==> src/sv/ubc_pkg.sv <==
// Package for the unary bitmap counter: field widths, command codes,
// microcode step codes, the control-word type and the microprogram ROM.
// Depends on nothing; every other file of the block uses it.
package ubc_pkg;

  localparam int CFG_W   = 6;
  localparam int CMD_W   = 3;
  localparam int POS_W   = 9;
  localparam int BYTE_W  = 8;
  localparam int COUNT_W = 9;
  localparam int UPC_W   = 4;

  localparam logic [CFG_W-1:0]   ACTIVE_RESET = 6'd32;
  localparam logic [COUNT_W-1:0] COUNT_MAX    = 9'd511;

  // Command codes.
  localparam logic [CMD_W-1:0] CMD_TEST      = 3'd0;
  localparam logic [CMD_W-1:0] CMD_SET       = 3'd1;
  localparam logic [CMD_W-1:0] CMD_CLEAR     = 3'd2;
  localparam logic [CMD_W-1:0] CMD_SET_NEXT  = 3'd3;
  localparam logic [CMD_W-1:0] CMD_GROW_EVEN = 3'd4;
  localparam logic [CMD_W-1:0] CMD_GROW_ODD  = 3'd5;
  localparam logic [CMD_W-1:0] CMD_LOAD      = 3'd6;

  // Microprogram step addresses.
  localparam logic [UPC_W-1:0] UPC_IDLE      = 4'd0;
  localparam logic [UPC_W-1:0] UPC_DISPATCH  = 4'd1;
  localparam logic [UPC_W-1:0] UPC_RD_POS    = 4'd2;
  localparam logic [UPC_W-1:0] UPC_RMW_POS   = 4'd3;
  localparam logic [UPC_W-1:0] UPC_LOAD      = 4'd4;
  localparam logic [UPC_W-1:0] UPC_SCAN_INIT = 4'd5;
  localparam logic [UPC_W-1:0] UPC_SCAN      = 4'd6;
  localparam logic [UPC_W-1:0] UPC_POST      = 4'd7;
  localparam logic [UPC_W-1:0] UPC_RUN_RD    = 4'd8;
  localparam logic [UPC_W-1:0] UPC_RUN_WR    = 4'd9;
  localparam logic [UPC_W-1:0] UPC_EMIT      = 4'd10;

  typedef enum logic [3:0] {
    ACT_WAIT,
    ACT_DISPATCH,
    ACT_RD_POS,
    ACT_RMW_POS,
    ACT_LOAD,
    ACT_SCAN_INIT,
    ACT_SCAN,
    ACT_POST,
    ACT_RUN_RD,
    ACT_RUN_WR,
    ACT_EMIT
  } act_e;

  typedef enum logic [1:0] {
    SEQ_NEXT,
    SEQ_BRANCH,
    SEQ_DISPATCH
  } seq_e;

  typedef struct packed {
    act_e             act;
    seq_e             seq;
    logic [UPC_W-1:0] next;
    logic [UPC_W-1:0] jump;
  } uword_t;

  typedef struct packed {
    logic rd_en;
    logic wr_en;
  } store_ctl_t;

  // The microprogram. A branch takes the jump address when the datapath
  // raises its take flag for the current step.
  function automatic uword_t ucode(input logic [UPC_W-1:0] upc);
    uword_t w;
    case (upc)
      UPC_IDLE:      w = '{ACT_WAIT,      SEQ_BRANCH,   UPC_IDLE,      UPC_DISPATCH};
      UPC_DISPATCH:  w = '{ACT_DISPATCH,  SEQ_DISPATCH, UPC_IDLE,      UPC_IDLE};
      UPC_RD_POS:    w = '{ACT_RD_POS,    SEQ_BRANCH,   UPC_RMW_POS,   UPC_SCAN_INIT};
      UPC_RMW_POS:   w = '{ACT_RMW_POS,   SEQ_NEXT,     UPC_SCAN_INIT, UPC_SCAN_INIT};
      UPC_LOAD:      w = '{ACT_LOAD,      SEQ_NEXT,     UPC_SCAN_INIT, UPC_SCAN_INIT};
      UPC_SCAN_INIT: w = '{ACT_SCAN_INIT, SEQ_BRANCH,   UPC_SCAN,      UPC_POST};
      UPC_SCAN:      w = '{ACT_SCAN,      SEQ_BRANCH,   UPC_SCAN,      UPC_POST};
      UPC_POST:      w = '{ACT_POST,      SEQ_BRANCH,   UPC_EMIT,      UPC_RUN_RD};
      UPC_RUN_RD:    w = '{ACT_RUN_RD,    SEQ_NEXT,     UPC_RUN_WR,    UPC_RUN_WR};
      UPC_RUN_WR:    w = '{ACT_RUN_WR,    SEQ_NEXT,     UPC_SCAN_INIT, UPC_SCAN_INIT};
      UPC_EMIT:      w = '{ACT_EMIT,      SEQ_BRANCH,   UPC_EMIT,      UPC_IDLE};
      default:       w = '{ACT_WAIT,      SEQ_NEXT,     UPC_IDLE,      UPC_IDLE};
    endcase
    return w;
  endfunction

  // Entry point of each command's routine.
  function automatic logic [UPC_W-1:0] dispatch(input logic [CMD_W-1:0] cmd);
    logic [UPC_W-1:0] entry;
    case (cmd)
      CMD_TEST, CMD_SET, CMD_CLEAR: entry = UPC_RD_POS;
      CMD_LOAD:                     entry = UPC_LOAD;
      default:                      entry = UPC_SCAN_INIT;
    endcase
    return entry;
  endfunction

  function automatic logic [3:0] ones8(input logic [BYTE_W-1:0] b);
    logic [3:0] cnt;
    cnt = '0;
    for (int i = 0; i < BYTE_W; i++) begin
      cnt = cnt + 4'(b[i]);
    end
    return cnt;
  endfunction

  // Number of ones from bit 0 up to the first zero.
  function automatic logic [3:0] trailing_ones8(input logic [BYTE_W-1:0] b);
    logic [3:0] cnt;
    logic       run;
    cnt = '0;
    run = 1'b1;
    for (int i = 0; i < BYTE_W; i++) begin
      run = run & b[i];
      cnt = cnt + 4'(run);
    end
    return cnt;
  endfunction

endpackage

==> src/sv/ubc_in_if.sv <==
// Command channel of the unary bitmap counter: valid/ready plus the command word.
// Depends on ubc_pkg for the field widths.
interface ubc_in_if;
  logic                       valid;
  logic                       ready;
  logic [ubc_pkg::CMD_W-1:0]  cmd;
  logic [ubc_pkg::POS_W-1:0]  bit_index;
  logic [ubc_pkg::BYTE_W-1:0] load_value;

  modport source (output valid, cmd, bit_index, load_value, input ready);
  modport sink   (input valid, cmd, bit_index, load_value, output ready);
endinterface

==> src/sv/ubc_out_if.sv <==
// Result channel of the unary bitmap counter: valid/ready plus the result word.
// Depends on ubc_pkg for the field widths.
interface ubc_out_if;
  logic                        valid;
  logic                        ready;
  logic                        status;
  logic                        bit_value;
  logic [ubc_pkg::COUNT_W-1:0] contiguous_count;
  logic [ubc_pkg::COUNT_W-1:0] total_set;

  modport source (output valid, status, bit_value, contiguous_count, total_set,
                  input ready);
  modport sink   (input valid, status, bit_value, contiguous_count, total_set,
                  output ready);
endinterface

==> src/sv/ubc_store.sv <==
// Byte store of the unary bitmap counter: one write and one registered read
// port, with a valid bit per byte so unwritten bytes read as zero after reset.
// Depends on ubc_pkg.
module ubc_store #(
  parameter int  ARRAY_BYTES = 32,
  localparam int ADDR_W      = (ARRAY_BYTES > 1) ? $clog2(ARRAY_BYTES) : 1
) (
  input  logic                       clk_i,
  input  logic                       rst_ni,
  input  ubc_pkg::store_ctl_t        ctl_i,
  input  logic [ADDR_W-1:0]          rd_addr_i,
  input  logic [ADDR_W-1:0]          wr_addr_i,
  input  logic [ubc_pkg::BYTE_W-1:0] wr_data_i,
  output logic [ubc_pkg::BYTE_W-1:0] rd_data_o
);

  logic [ubc_pkg::BYTE_W-1:0] mem [ARRAY_BYTES];
  logic [ARRAY_BYTES-1:0]     vld_q;
  logic [ubc_pkg::BYTE_W-1:0] rd_q;

  always_ff @(posedge clk_i or negedge rst_ni) begin
    if (!rst_ni) begin
      vld_q <= '0;
    end else if (ctl_i.wr_en) begin
      vld_q[wr_addr_i] <= 1'b1;
    end
  end

  always_ff @(posedge clk_i) begin
    if (ctl_i.wr_en) begin
      mem[wr_addr_i] <= wr_data_i;
    end
  end

  always_ff @(posedge clk_i) begin
    if (ctl_i.rd_en) begin
      rd_q <= vld_q[rd_addr_i] ? mem[rd_addr_i] : '0;
    end
  end

  assign rd_data_o = rd_q;

endmodule

==> src/sv/unary_bitmap_counter.sv <==
// Unary bitmap counter: a bit array run by a small microprogram that tests,
// sets, clears, extends the run of ones from bit 0, or loads whole bytes.
// Depends on ubc_pkg, ubc_in_if, ubc_out_if and ubc_store.
//
// Usage: one command word enters on in_i and exactly one result word leaves
// on out_o, in command order. Both channels move a word at a rising edge with
// valid and ready high. active_bytes is written through cfg_we_i/cfg_wdata_i;
// the user must write it only while the block is idle, as the block itself
// does not enforce this. Values above ARRAY_BYTES act as ARRAY_BYTES.
// Every command ends with a scan of the active bytes, one byte per cycle
// through the store's single read port. Each bit that set next or a grow
// sets adds a read-modify-write of that bit's byte and a rescan. One command
// is in flight at a time; ready is high only at the idle step. Reset clears
// the array through per-byte valid bits and sets active_bytes to 32. Stall:
// the sequencer waits at its emit step only while the output register still
// holds an untaken word.
module unary_bitmap_counter #(
  parameter int ARRAY_BYTES = 32
) (
  input  logic                      clk_i,
  input  logic                      rst_ni,
  input  logic                      cfg_we_i,
  input  logic [ubc_pkg::CFG_W-1:0] cfg_wdata_i,
  ubc_in_if.sink                    in_i,
  ubc_out_if.source                 out_o
);

  localparam int ADDR_W = (ARRAY_BYTES > 1) ? $clog2(ARRAY_BYTES) : 1;
  localparam int USED_W = $clog2(ARRAY_BYTES + 1);
  localparam int CNT_W  = $clog2(ARRAY_BYTES * 8 + 1);

  // Sequencer state.
  logic [ubc_pkg::UPC_W-1:0] upc_q, upc_d;
  ubc_pkg::uword_t           uw;
  logic                      take;

  // Configuration.
  logic [ubc_pkg::CFG_W-1:0] active_q;
  logic [USED_W-1:0]         used;
  logic [31:0]               bits_used;

  // Command word held for the duration of the routine.
  logic [ubc_pkg::CMD_W-1:0]  cmd_q, cmd_d;
  logic [ubc_pkg::POS_W-1:0]  pos_q, pos_d;
  logic [ubc_pkg::BYTE_W-1:0] load_q, load_d;

  // Datapath registers.
  logic              status_q, status_d;
  logic              bitv_q, bitv_d;
  logic              pass_q, pass_d;
  logic              open_q, open_d;
  logic [CNT_W-1:0]  run_q, run_d;
  logic [CNT_W-1:0]  total_q, total_d;
  logic [USED_W-1:0] rd_addr_q, rd_addr_d;

  // Output register.
  logic                        ovalid_q, ovalid_d;
  logic                        ostat_q, ostat_d;
  logic                        obitv_q, obitv_d;
  logic [ubc_pkg::COUNT_W-1:0] orun_q, orun_d;
  logic [ubc_pkg::COUNT_W-1:0] otot_q, otot_d;

  // Store port.
  ubc_pkg::store_ctl_t        store_ctl;
  logic [ADDR_W-1:0]          st_rd_addr, st_wr_addr;
  logic [ubc_pkg::BYTE_W-1:0] st_wr_data, st_rd_data;

  logic bit_ok, byte_ok, run_ok, grow, want_odd, need_set;

  ubc_store #(
    .ARRAY_BYTES (ARRAY_BYTES)
  ) u_store (
    .clk_i     (clk_i),
    .rst_ni    (rst_ni),
    .ctl_i     (store_ctl),
    .rd_addr_i (st_rd_addr),
    .wr_addr_i (st_wr_addr),
    .wr_data_i (st_wr_data),
    .rd_data_o (st_rd_data)
  );

  assign uw = ubc_pkg::ucode(upc_q);

  assign used = (32'(active_q) > 32'(ARRAY_BYTES)) ? USED_W'(ARRAY_BYTES)
                                                   : USED_W'(active_q);
  assign bits_used = 32'(used) << 3;

  assign bit_ok  = 32'(pos_q) < bits_used;
  assign byte_ok = 32'(pos_q) < 32'(used);
  assign run_ok  = 32'(run_q) < bits_used;

  assign grow     = (cmd_q == ubc_pkg::CMD_GROW_EVEN) || (cmd_q == ubc_pkg::CMD_GROW_ODD);
  assign want_odd = (cmd_q == ubc_pkg::CMD_GROW_ODD);
  // A grow command keeps setting the next bit while the run has the wrong
  // parity; set next sets it once, on the first pass only.
  assign need_set = grow ? (run_q[0] != want_odd)
                         : ((cmd_q == ubc_pkg::CMD_SET_NEXT) && !pass_q);

  assign in_i.ready = (uw.act == ubc_pkg::ACT_WAIT);

  always_comb begin
    cmd_d      = cmd_q;
    pos_d      = pos_q;
    load_d     = load_q;
    status_d   = status_q;
    bitv_d     = bitv_q;
    pass_d     = pass_q;
    open_d     = open_q;
    run_d      = run_q;
    total_d    = total_q;
    rd_addr_d  = rd_addr_q;
    take       = 1'b0;
    store_ctl  = '0;
    st_rd_addr = '0;
    st_wr_addr = '0;
    st_wr_data = '0;

    ovalid_d = ovalid_q;
    ostat_d  = ostat_q;
    obitv_d  = obitv_q;
    orun_d   = orun_q;
    otot_d   = otot_q;
    if (ovalid_q && out_o.ready) begin
      ovalid_d = 1'b0;
    end

    case (uw.act)
      ubc_pkg::ACT_WAIT: begin
        take = in_i.valid;
        if (in_i.valid) begin
          cmd_d    = in_i.cmd;
          pos_d    = in_i.bit_index;
          load_d   = in_i.load_value;
          status_d = 1'b0;
          bitv_d   = 1'b0;
          pass_d   = 1'b0;
        end
      end
      ubc_pkg::ACT_DISPATCH: begin
      end
      ubc_pkg::ACT_RD_POS: begin
        if (!bit_ok) begin
          status_d = 1'b1;
          take     = 1'b1;
        end else begin
          store_ctl.rd_en = 1'b1;
          st_rd_addr      = ADDR_W'(pos_q >> 3);
        end
      end
      ubc_pkg::ACT_RMW_POS: begin
        if (cmd_q == ubc_pkg::CMD_TEST) begin
          bitv_d = st_rd_data[pos_q[2:0]];
        end else begin
          store_ctl.wr_en = 1'b1;
          st_wr_addr      = ADDR_W'(pos_q >> 3);
          st_wr_data      = (cmd_q == ubc_pkg::CMD_SET)
                            ? (st_rd_data | (8'b1 << pos_q[2:0]))
                            : (st_rd_data & ~(8'b1 << pos_q[2:0]));
        end
      end
      ubc_pkg::ACT_LOAD: begin
        if (byte_ok) begin
          store_ctl.wr_en = 1'b1;
          st_wr_addr      = ADDR_W'(pos_q);
          st_wr_data      = load_q;
        end else begin
          status_d = 1'b1;
        end
      end
      ubc_pkg::ACT_SCAN_INIT: begin
        run_d   = '0;
        total_d = '0;
        open_d  = 1'b1;
        if (used == '0) begin
          take = 1'b1;
        end else begin
          store_ctl.rd_en = 1'b1;
          st_rd_addr      = '0;
          rd_addr_d       = USED_W'(1);
        end
      end
      ubc_pkg::ACT_SCAN: begin
        // Accumulate the byte that arrived while reading the following one.
        total_d = total_q + CNT_W'(ubc_pkg::ones8(st_rd_data));
        if (open_q) begin
          run_d = run_q + CNT_W'(ubc_pkg::trailing_ones8(st_rd_data));
          if (st_rd_data != 8'hFF) begin
            open_d = 1'b0;
          end
        end
        if (rd_addr_q < used) begin
          store_ctl.rd_en = 1'b1;
          st_rd_addr      = ADDR_W'(rd_addr_q);
          rd_addr_d       = USED_W'(rd_addr_q + 1'b1);
        end else begin
          take = 1'b1;
        end
      end
      ubc_pkg::ACT_POST: begin
        if (need_set) begin
          if (run_ok) begin
            take   = 1'b1;
            pass_d = 1'b1;
          end else begin
            status_d = 1'b1;
          end
        end
      end
      ubc_pkg::ACT_RUN_RD: begin
        store_ctl.rd_en = 1'b1;
        st_rd_addr      = ADDR_W'(run_q >> 3);
      end
      ubc_pkg::ACT_RUN_WR: begin
        store_ctl.wr_en = 1'b1;
        st_wr_addr      = ADDR_W'(run_q >> 3);
        st_wr_data      = st_rd_data | (8'b1 << run_q[2:0]);
      end
      ubc_pkg::ACT_EMIT: begin
        take = !ovalid_q || out_o.ready;
        if (take) begin
          ovalid_d = 1'b1;
          ostat_d  = status_q;
          obitv_d  = bitv_q;
          orun_d   = (32'(run_q) > 32'(ubc_pkg::COUNT_MAX)) ? ubc_pkg::COUNT_MAX
                                                             : ubc_pkg::COUNT_W'(run_q);
          otot_d   = (32'(total_q) > 32'(ubc_pkg::COUNT_MAX)) ? ubc_pkg::COUNT_MAX
                                                               : ubc_pkg::COUNT_W'(total_q);
        end
      end
      default: begin
      end
    endcase
  end

  // Step counter: fall through, branch on the take flag, or dispatch on cmd.
  always_comb begin
    case (uw.seq)
      ubc_pkg::SEQ_NEXT:     upc_d = uw.next;
      ubc_pkg::SEQ_BRANCH:   upc_d = take ? uw.jump : uw.next;
      ubc_pkg::SEQ_DISPATCH: upc_d = ubc_pkg::dispatch(cmd_q);
      default:               upc_d = ubc_pkg::UPC_IDLE;
    endcase
  end

  always_ff @(posedge clk_i or negedge rst_ni) begin
    if (!rst_ni) begin
      upc_q    <= ubc_pkg::UPC_IDLE;
      active_q <= ubc_pkg::ACTIVE_RESET;
      ovalid_q <= 1'b0;
    end else begin
      upc_q    <= upc_d;
      ovalid_q <= ovalid_d;
      if (cfg_we_i) begin
        active_q <= cfg_wdata_i;
      end
    end
  end

  always_ff @(posedge clk_i) begin
    cmd_q     <= cmd_d;
    pos_q     <= pos_d;
    load_q    <= load_d;
    status_q  <= status_d;
    bitv_q    <= bitv_d;
    pass_q    <= pass_d;
    open_q    <= open_d;
    run_q     <= run_d;
    total_q   <= total_d;
    rd_addr_q <= rd_addr_d;
    ostat_q   <= ostat_d;
    obitv_q   <= obitv_d;
    orun_q    <= orun_d;
    otot_q    <= otot_d;
  end

  assign out_o.valid            = ovalid_q;
  assign out_o.status           = ostat_q;
  assign out_o.bit_value        = obitv_q;
  assign out_o.contiguous_count = orun_q;
  assign out_o.total_set        = otot_q;

`ifndef SYNTH
  // An accepted command always starts at the dispatch step.
  a_accept_dispatch: assert property (@(posedge clk_i) disable iff (!rst_ni)
    (in_i.valid && in_i.ready) |=> (upc_q == ubc_pkg::UPC_DISPATCH))
    else $error("accepted command did not reach dispatch");

  // The run from bit 0 can never exceed the number of set bits.
  a_run_le_total: assert property (@(posedge clk_i) disable iff (!rst_ni)
    out_o.valid |-> (out_o.total_set >= out_o.contiguous_count))
    else $error("contiguous count above total count");

  // A reported bit value comes only from a test that was in range.
  a_bitv_ok: assert property (@(posedge clk_i) disable iff (!rst_ni)
    (out_o.valid && out_o.bit_value) |-> !out_o.status)
    else $error("bit value reported with out-of-range status");
`endif

endmodule

==> src/flat_wrapper.sv <==
// flat-port wrapper written by rule: the top's interface ports become plain ports
module unary_bitmap_counter_flat 
#(
  parameter int ARRAY_BYTES = 32
)
  (clk_i, rst_ni, cfg_we_i, cfg_wdata_i, in_i_valid, in_i_cmd, in_i_bit_index, in_i_load_value, in_i_ready, out_o_valid, out_o_status, out_o_bit_value, out_o_contiguous_count, out_o_total_set, out_o_ready);
  ubc_in_if in_i_i ();
  ubc_out_if out_o_i ();
  input  logic clk_i;
  input  logic rst_ni;
  input  logic cfg_we_i;
  input  logic [ubc_pkg::CFG_W-1:0] cfg_wdata_i;
  input wire logic [$bits(in_i_i.valid)-1:0] in_i_valid;
  input wire logic [$bits(in_i_i.cmd)-1:0] in_i_cmd;
  input wire logic [$bits(in_i_i.bit_index)-1:0] in_i_bit_index;
  input wire logic [$bits(in_i_i.load_value)-1:0] in_i_load_value;
  output wire logic [$bits(in_i_i.ready)-1:0] in_i_ready;
  output wire logic [$bits(out_o_i.valid)-1:0] out_o_valid;
  output wire logic [$bits(out_o_i.status)-1:0] out_o_status;
  output wire logic [$bits(out_o_i.bit_value)-1:0] out_o_bit_value;
  output wire logic [$bits(out_o_i.contiguous_count)-1:0] out_o_contiguous_count;
  output wire logic [$bits(out_o_i.total_set)-1:0] out_o_total_set;
  input wire logic [$bits(out_o_i.ready)-1:0] out_o_ready;
  assign in_i_i.valid = in_i_valid;
  assign in_i_i.cmd = in_i_cmd;
  assign in_i_i.bit_index = in_i_bit_index;
  assign in_i_i.load_value = in_i_load_value;
  assign in_i_ready = in_i_i.ready;
  assign out_o_valid = out_o_i.valid;
  assign out_o_status = out_o_i.status;
  assign out_o_bit_value = out_o_i.bit_value;
  assign out_o_contiguous_count = out_o_i.contiguous_count;
  assign out_o_total_set = out_o_i.total_set;
  assign out_o_i.ready = out_o_ready;
  unary_bitmap_counter #(.ARRAY_BYTES(ARRAY_BYTES)) u_core (.clk_i(clk_i), .rst_ni(rst_ni), .cfg_we_i(cfg_we_i), .cfg_wdata_i(cfg_wdata_i), .in_i(in_i_i), .out_o(out_o_i));
endmodule
==> config.mk <==
export PLATFORM = sky130hd
export DESIGN_NAME = unary_bitmap_counter_flat
export DESIGN_NICKNAME = d
export VERILOG_FILES = /design/src/sv/ubc_pkg.sv /design/src/sv/ubc_in_if.sv /design/src/sv/ubc_out_if.sv /design/src/sv/ubc_store.sv /design/src/sv/unary_bitmap_counter.sv /design/src/flat_wrapper.sv
export SDC_FILE = /design/constraint.sdc
export NUM_CORES = 1
export LEC_CHECK = 0
export ABC_AREA = 1
export BUFFER_PORTS_ARGS = -buffer_cell sky130_fd_sc_hd__buf_2
export CORE_UTILIZATION = 40
export CTS_CLUSTER_DIAMETER = 60
export CTS_CLUSTER_SIZE = 25
export DETAILED_ROUTE_END_ITERATION = 16
export HOLD_SLACK_MARGIN = 0.02
export PLACE_DENSITY_LB_ADDON = 0.05
export SLEW_MARGIN = 20
export SYNTH_ARGS = -nofsm -noshare
export SYNTH_HDL_FRONTEND = slang
export SYNTH_SLANG_ARGS = --single-unit
==> constraint.sdc <==
create_clock -name clk_i -period 6 [get_ports clk_i]
set_input_delay 1.2 -clock clk_i [delete_from_list [all_inputs] [get_ports clk_i]]
set_output_delay 1.2 -clock clk_i [all_outputs]
set_load 0.05 [all_outputs]
==> run_results.csv, run 1 <==
group,metric,value,unit
logic_synthesis,yosysMostFrequentCell,"edfxtp_1",
setup_path,worstRegToRegCells,22,
logic_synthesis,ys.flop_type,"edfxtp_1",
timing,period_minus_slack,5110,ps
min_path,hold_class,"reg -> reg",
clocking,clock_path_buffers,3,
clocking,postCtsResizedCells,0,
logic_synthesis,synth_top_area_cell,"edfxtp_1",
logic_synthesis,synth_area,18400,um2
logic_synthesis,yosys-top-cells-count,"edfxtp_1, nand2_1, inv_1",
flow_run,cap_violations,0,
cells_and_area,layout-drive-gt1-share,9.43,%
logic_synthesis,synth_warnings,0,
timing,slew_viol_final,0,
pwr,irDropWorstVdd,0.000273,V
cells_and_area,final_area,20500,um2
setup_path,critPathMaxFanout,6,
routing,routed_via_density,5.27,
logic_synthesis,synthCells,1857,
timing,setup_tns,0,ps
place,port_buffers,52,
routing,drc,0,
place,dp_hpwl,31000,um
setup_path,critPathCaptureType,"register",
logic_synthesis,synth.top_cell.area_share,54.2,%
global_route,antenna_found_initial,0,
min_path,hold_end,"u_core.out_o.status",
setup_path,path_class,"reg -> reg",
clocking,clock_latency,570,ps
logic_synthesis,ys_top_cells_by_area,"edfxtp_1, nand3_1, nand2_1",
pwr,p_per_area,531,nW/um2
min_path,min_from,"u_core.status_q",
setup_path,cp_data_arrival_time,5530,ps
global_route,grtUsageTotal,22.2,%
timing,slew_headroom,33.6,%
timing,fmax,196,MHz
timing,setup_viol,0,
pwr,p_sw,4.61,mW
timing,worst_pin_slew,996,ps
clocking,cts_sinks,375,
logic_synthesis,ys_seq_elements,375,
outcome,status,"finished, final reports clean",
pwr,totalPowerFinal,10.9,mW
clocking,htree_levels,2,
pwr,pwr-share-clk,22.9,%
clocking,cts_tree,"yes",
pwr,switching_share,42.3,%
place,routabilityCongestion,0.885,
floorplan,rows,78,
routing,antenna_left,0,
floorplan,die_w,216,um
routing,detail_route.wl_per_cell,20.2,um
timing,timing.final.crit_share,85.2,%
logic_synthesis,syn_avg_cell_area,9.91,um2
logic_synthesis,synth_nets,1940,
floorplan,die_h,216,um
logic_synthesis,yosysSeqAreaShare,60.0,%
setup_path,reg2reg_to,"u_core.run_q[7]",
clocking,clk_pin_slew,60,ps
setup_path,r2r-start,"u_core.u_store.rd_data_o[0]",
timing,grt_setup_unrepaired,"false",
cells_and_area,fin_nets,1963,
floorplan,start_util,40.5,%
routing,dr.pass1.iters,5,
pwr,power_frac_comb,42.7,%
clocking,clockRootBuffer,"clkbuf_16",
logic_synthesis,synthArstFlopShare,11.5,%
logic_synthesis,synth.distinct_cells,53,
clocking,cts_hold_buffers,0,
min_path,whs_path_depth,0,
routing,wirelength,50700,um
setup_path,cp.required,6420,ps
floorplan,ios,53,
timing,clock_skew,18.9,ps
place,post_dp_cell_area,19200,um2
setup_path,reg2reg_slack,890,ps
global_route,grt_max_degree,139,
setup_path,startpoint_type,"register",
pwr,power.share.sequential,34.4,%
timing,hold_viol_final,0,
global_route,grt_overflow_total,0,
global_route,grt_pass1_wl,79400,um
global_route,grt_pass1_vias,13100,
timing,holdWs,419,ps
cells_and_area,areaGrowthSynthToFinish,11.5,%
floorplan,dieArea,46900,um2
pwr,internal-power,6.29,mW
logic_synthesis,synth_edf_count,332,
routing,num_vias,13200,
routing,drtIter0Drc,994,
clocking,cts_inserted_buffers,37,
floorplan,core-area,45400,um2
pwr,p_leak,8.49,nW
clocking,postCtsSetupRepairBufs,0,
-- state kept, by name, indices dropped and copies added, names as in the netlist --
register / count
u_core.total_q: 9
u_core.cmd_q: 3
u_core.open_q: 1
u_core.upc_q: 4
u_core.pos_q: 9
u_core.out_o.total_set: 9
u_core.out_o.contiguous_count: 9
u_core.pass_q: 1
u_core.bitv_q: 1
u_core.u_store.rd_data_o: 8
u_core.u_store.vld_q: 32
u_core.out_o.bit_value: 1
u_core.out_o.status: 1
u_core.load_q: 8
u_core.u_store.mem: 256
u_core.run_q: 9
u_core.status_q: 1
u_core.rd_addr_q: 6
u_core.active_q: 6
u_core.out_o.valid: 1
-- per-layer routing --
layer  global-route usage [%]  vias to the layer above  share of wire, %
met5                        0                        -                 0
met4                     7.42                        0               2.6
met3                     2.62                       69               3.6
met2                     37.5                      273                49
met1                     29.7                     6470                45
li1                         -                     6410                 -
-- critical path, stage by stage (launching register included) --
cell and delay (ps):
edfxtp_1 450, ha_1 210, nand2_1 90, nor3_1 300, nand2_1 160, nor2_1 220
nand2_1 100, fa_1 490, inv_1 50, fa_1 470, fa_1 450, fa_1 390
xor2_1 150, ha_1 330, a21oi_1 170, inv_1 50, a31oi_1 220, nor2_1 60
o21ai_0 250, nor2_1 70, nand2_1 70, o21ai_0 70, a21oi_1 120
-- placed cells by master, fill, tap and decap left out, types with 7 or more instances in the layout --
| cell | instances |
|---|---|
| edfxtp_1 | 332 |
| nand2_1 | 316 |
| inv_1 | 297 |
| nand3_1 | 270 |
| nand4_1 | 143 |
| nor2_1 | 108 |
| o21ai_0 | 69 |
| buf_2 | 52 |
| ha_1 | 42 |
| dfrtp_1 | 42 |
| clkbuf_16 | 39 |
| a21oi_1 | 34 |
| buf_4 | 23 |
| nor3_1 | 13 |
| fa_1 | 10 |
| inv_2 | 9 |
| o22ai_1 | 7 |
| clkinv_4 | 7 |
-- power by group through the flow --
stage	Clock (mW)	Sequential (mW)	Combinational [mW]
after floorplan	0	3.81	3.16
after global placement	0	3.81	4.64
after detailed placement	0	3.81	4.69
after CTS	2.56	3.76	4.72
after global routing	2.65	3.79	5.27
final	2.49	3.75	4.65
-- logic make-up (layout without fill, tap and decap cells) --
group / count (synthesis) / after routing / synth area share (%)
AND/OR/NAND/NOR: 881 / 881 / 22.5
buffers and inverters: 400 / 452 / 8.71
flip-flops: 375 / 375 / 60.0
AO/OA/AOI/OAI: 138 / 138 / 4.19
adder cells (fa/ha/maj): 52 / 52 / 3.94
XOR/XNOR: 7 / 7 / 0.333
multiplexers: 4 / 4 / 0.245
other: 0 / 1 / 0
-- final cells by class --
type                            count  area [um2]
Fill cell                        4361       24900
Sequential cell                   375       11000
Clock buffer                       43        1000
Timing Repair Buffer               77         473
Inverter                          307        1150
Antenna cell                        1        2.50
Clock inverter                     25         294
Tap cell                          600         751
Multi-Input combinational cell   1082        5790
-- stage by stage --
stage | cells | worst slack (ps) | utilization, %
4_1_cts | 2509 | 888 | 45.2
3_3_place_gp | 2441 | 968 | 42.3
2_1_floorplan | 1857 | 1320 | -
6_report | 2510 | 890 | 45.2
3_5_place_dp | 2441 | 906 | 42.3
5_1_grt | 2509 | 480 | 45.2
-- how the worst max path moves through the flow --
stage | slack, ps | start | depth (start not counted) | to
6_report | 890 | u_core.u_store.rd_data_o[0] | 22 | u_core.run_q[7]
3_5_place_dp | 910 | u_core.u_store.rd_data_o[0] | 22 | u_core.run_q[7]
3_3_place_gp | 970 | u_core.u_store.rd_data_o[0] | 22 | u_core.run_q[7]
5_1_grt | 480 | u_core.u_store.rd_data_o[0] | 22 | u_core.run_q[7]
4_1_cts | 890 | u_core.u_store.rd_data_o[0] | 22 | u_core.run_q[7]
2_1_floorplan | 1320 | u_core.u_store.rd_data_o[0] | 22 | u_core.run_q[7]
(Power assumes the default switching activity.)
==> inputs of run 2 (changes only) <==
==> constraint.sdc (replaced) <==
create_clock -name clk_i -period 5.5 [get_ports clk_i]
set_input_delay 1.1 -clock clk_i [delete_from_list [all_inputs] [get_ports clk_i]]
set_output_delay 1.1 -clock clk_i [all_outputs]
set_load 0.05 [all_outputs]
==> run 2 against run 1 <==
Final cell count stayed put; total power increased by 8.0%; first-iteration DRC count rose by 3.2%; die area unchanged; register-to-register slack got worse by 410 ps; critical path depth unchanged; clock power grew 3%; non-clock buffer count up 5; utilization about the same; count of clock-buffer cells in the layout down 5; via count down 1.0%; critical endpoint unchanged; largest cell class unchanged; largest power group unchanged.
==> run_results.csv, run 2 (same netlist as run 1, synthesis figures left out) <==
group,metric,value,unit
clocking,clk_pin_slew,70,ps
routing,dr.pass1.iters,5,
clocking,clock_latency,570,ps
routing,drtIter0Drc,1026,
routing,routed_via_density,5.21,
timing,grt_setup_unrepaired,"false",
cells_and_area,top_register,"u_core.u_store.mem",
routing,drc,0,
floorplan,die_w,216,um
setup_path,startpoint_type,"register",
pwr,irDropWorstVdd,0.000291,V
routing,num_vias,13100,
floorplan,ios,53,
floorplan,die_h,216,um
global_route,grt_pass1_vias,12700,
timing,fmax,199,MHz
setup_path,slowest_delay,490,ps
clocking,htree_levels,2,
floorplan,start_util,40.5,%
place,routabilityCongestion,0.872,
timing,slew_headroom,39.1,%
clocking,cts_hold_buffers,0,
setup_path,path_class,"reg -> reg",
min_path,hold_class,"reg -> reg",
floorplan,core-area,45400,um2
routing,detail_route.wl_per_cell,19.8,um
cells_and_area,areaGrowthSynthToFinish,11.3,%
cells_and_area,layout-drive-gt1-share,9.53,%
timing,slew_viol_final,0,
floorplan,rows,78,
flow_run,cap_violations,0,
clocking,cts_inserted_buffers,35,
timing,worst_pin_slew,909,ps
min_path,min_from,"u_core.bitv_q",
cells_and_area,nFillCells,4342,
setup_path,critPathMaxFanout,6,
setup_path,cp_slowest_cell,"fa_1",
setup_path,critPathLaunch,"u_core.u_store.rd_data_o[0]",
clocking,clock_path_buffers,3,
global_route,grt_pass1_wl,76800,um
global_route,grt_max_degree,139,
place,dp_hpwl,30600,um
setup_path,r2r-start,"u_core.u_store.rd_data_o[0]",
cells_and_area,mostFrequentLayoutCells,"edfxtp_1, nand2_1, inv_1, nand3_1, nand4_1",
timing,period_minus_slack,5020,ps
cells_and_area,multi_input_area,5790,um2
timing,clock_skew,23.0,ps
global_route,antenna_found_initial,0,
setup_path,cp_cell_sequence,"ha_1 -> nand2_1 -> nor3_2 -> nand2_1 -> nor2_1 -> nand2_1 -> fa_1 -> inv_1 -> fa_1 -> fa_1 -> fa_1 -> xor2_1 -> ha_1 -> a21oi_1 -> inv_1 -> a31oi_1 -> nor2_1 -> o21ai_0 -> nor2_1 -> nand2_1 -> o21ai_0 -> a21oi_1",
setup_path,cp_data_arrival_time,5450,ps
pwr,p_per_area,574,nW/um2
setup_path,critPathCaptureType,"register",
timing,timing.final.crit_share,91.3,%
cells_and_area,final_common_cell,"edfxtp_1",
routing,antenna_left,0,
routing,wirelength,49700,um
cells_and_area,top_regs,"u_core.u_store.mem x256, u_core.u_store.vld_q x32",
clocking,cts_tree,"yes",
floorplan,dieArea,46900,um2
cells_and_area,ff_latch_area,11000,um2
place,port_buffers,52,
timing,setup_viol,0,
pwr,p_leak,8.48,nW
timing,setup_tns,0,ps
cells_and_area,fin_nets,1966,
setup_path,cp.required,5920,ps
outcome,status,"finished, final reports clean",
clocking,clockRootBuffer,"clkbuf_16",
clocking,cts_sinks,375,
cells_and_area,num_antenna_cells,0,
global_route,grtUsageTotal,21.5,%
cells_and_area,largest_reg_flops,256,
cells_and_area,finalCoreUtilization,45.1,%
global_route,grt_overflow_total,0,
timing,hold_viol_final,0,
run 2: cell count changes in the layout (fill, tap and decap cells not counted), sizes merged:
cell	delta
inv	+3
clkinv	-2
buf	+5
bufinv	-1
clkinvlp	+1
diode	-1
clkbuf	-5
run 2: final timing paths:
kind	depth (start not counted)	slack, ps	endpoint
max in group asynchronous	2	4410	u_core.u_store.vld_q[14]
hold / removal	0	420	u_core.out_o.bit_value
setup reg to reg	22	480	u_core.run_q[7]
hold reg to reg	0	420	u_core.out_o.bit_value
setup / recovery	22	480	u_core.run_q[7]
min in group asynchronous	2	620	u_core.upc_q[2]
run 2: area by class of cell:
class | instances | area share [%]
sequential | 375 | 53.9
multi-input combinational | 1082 | 28.3
inverter | 307 | 5.62
clock buffer | 38 | 4.43
tap | 600 | 3.66
timing repair buffer | 82 | 2.67
clock inverter | 26 | 1.42
run 2: metrics by stage:
| stage | cell area, um2 | hold slack, ps | instances | worst slack [ps] | total power, mW |
|---|---|---|---|---|---|
| detailed placement | 19300 | 409 | 2446 | 409 | 9.29 |
| global route | 20500 | 425 | 2510 | 12.3 | 12.6 |
| global placement | 19300 | 406 | 2446 | 455 | 9.26 |
| finish | 20500 | 420 | 2510 | 477 | 11.8 |
| CTS | 20500 | 423 | 2510 | 353 | 11.9 |
| floorplan | 18400 | 400 | 1857 | 816 | 7.61 |
run 2: power breakdown:
group          switching, mW  leakage (nW)  internal [mW]
Clock                   1.18         0.572           1.39
Sequential             0.233          3.63           3.86
Combinational           3.62          4.27           1.49
Total                   5.03          8.48           6.73
run 2: what timing repair did:
item	in CTS	in global routing
setup buffers	0	0
endpoints found under the setup margin	0	1
gates resized for setup	0	1
run 2: critical path: cells and delay by family (launching register included):
kind            cells  cell delay, ps
xor+xnor            1             150
compound gates      5             860
fa+ha+maj           6            2350
flops               1             440
buf+inv             2             100
simple gates        8             980
run 2: layer usage:
layer / track usage, % / vias to the layer above / routed length (um) / part of all wire [%]
met5: 0 / - / 0 / 0
met4: 5.80 / 0 / 1190 / 2.4
met3: 3.47 / 71 / 2390 / 4.8
met2: 36.2 / 292 / 24000 / 48
met1: 28.7 / 6309 / 22100 / 45
li1: - / 6416 / - / -
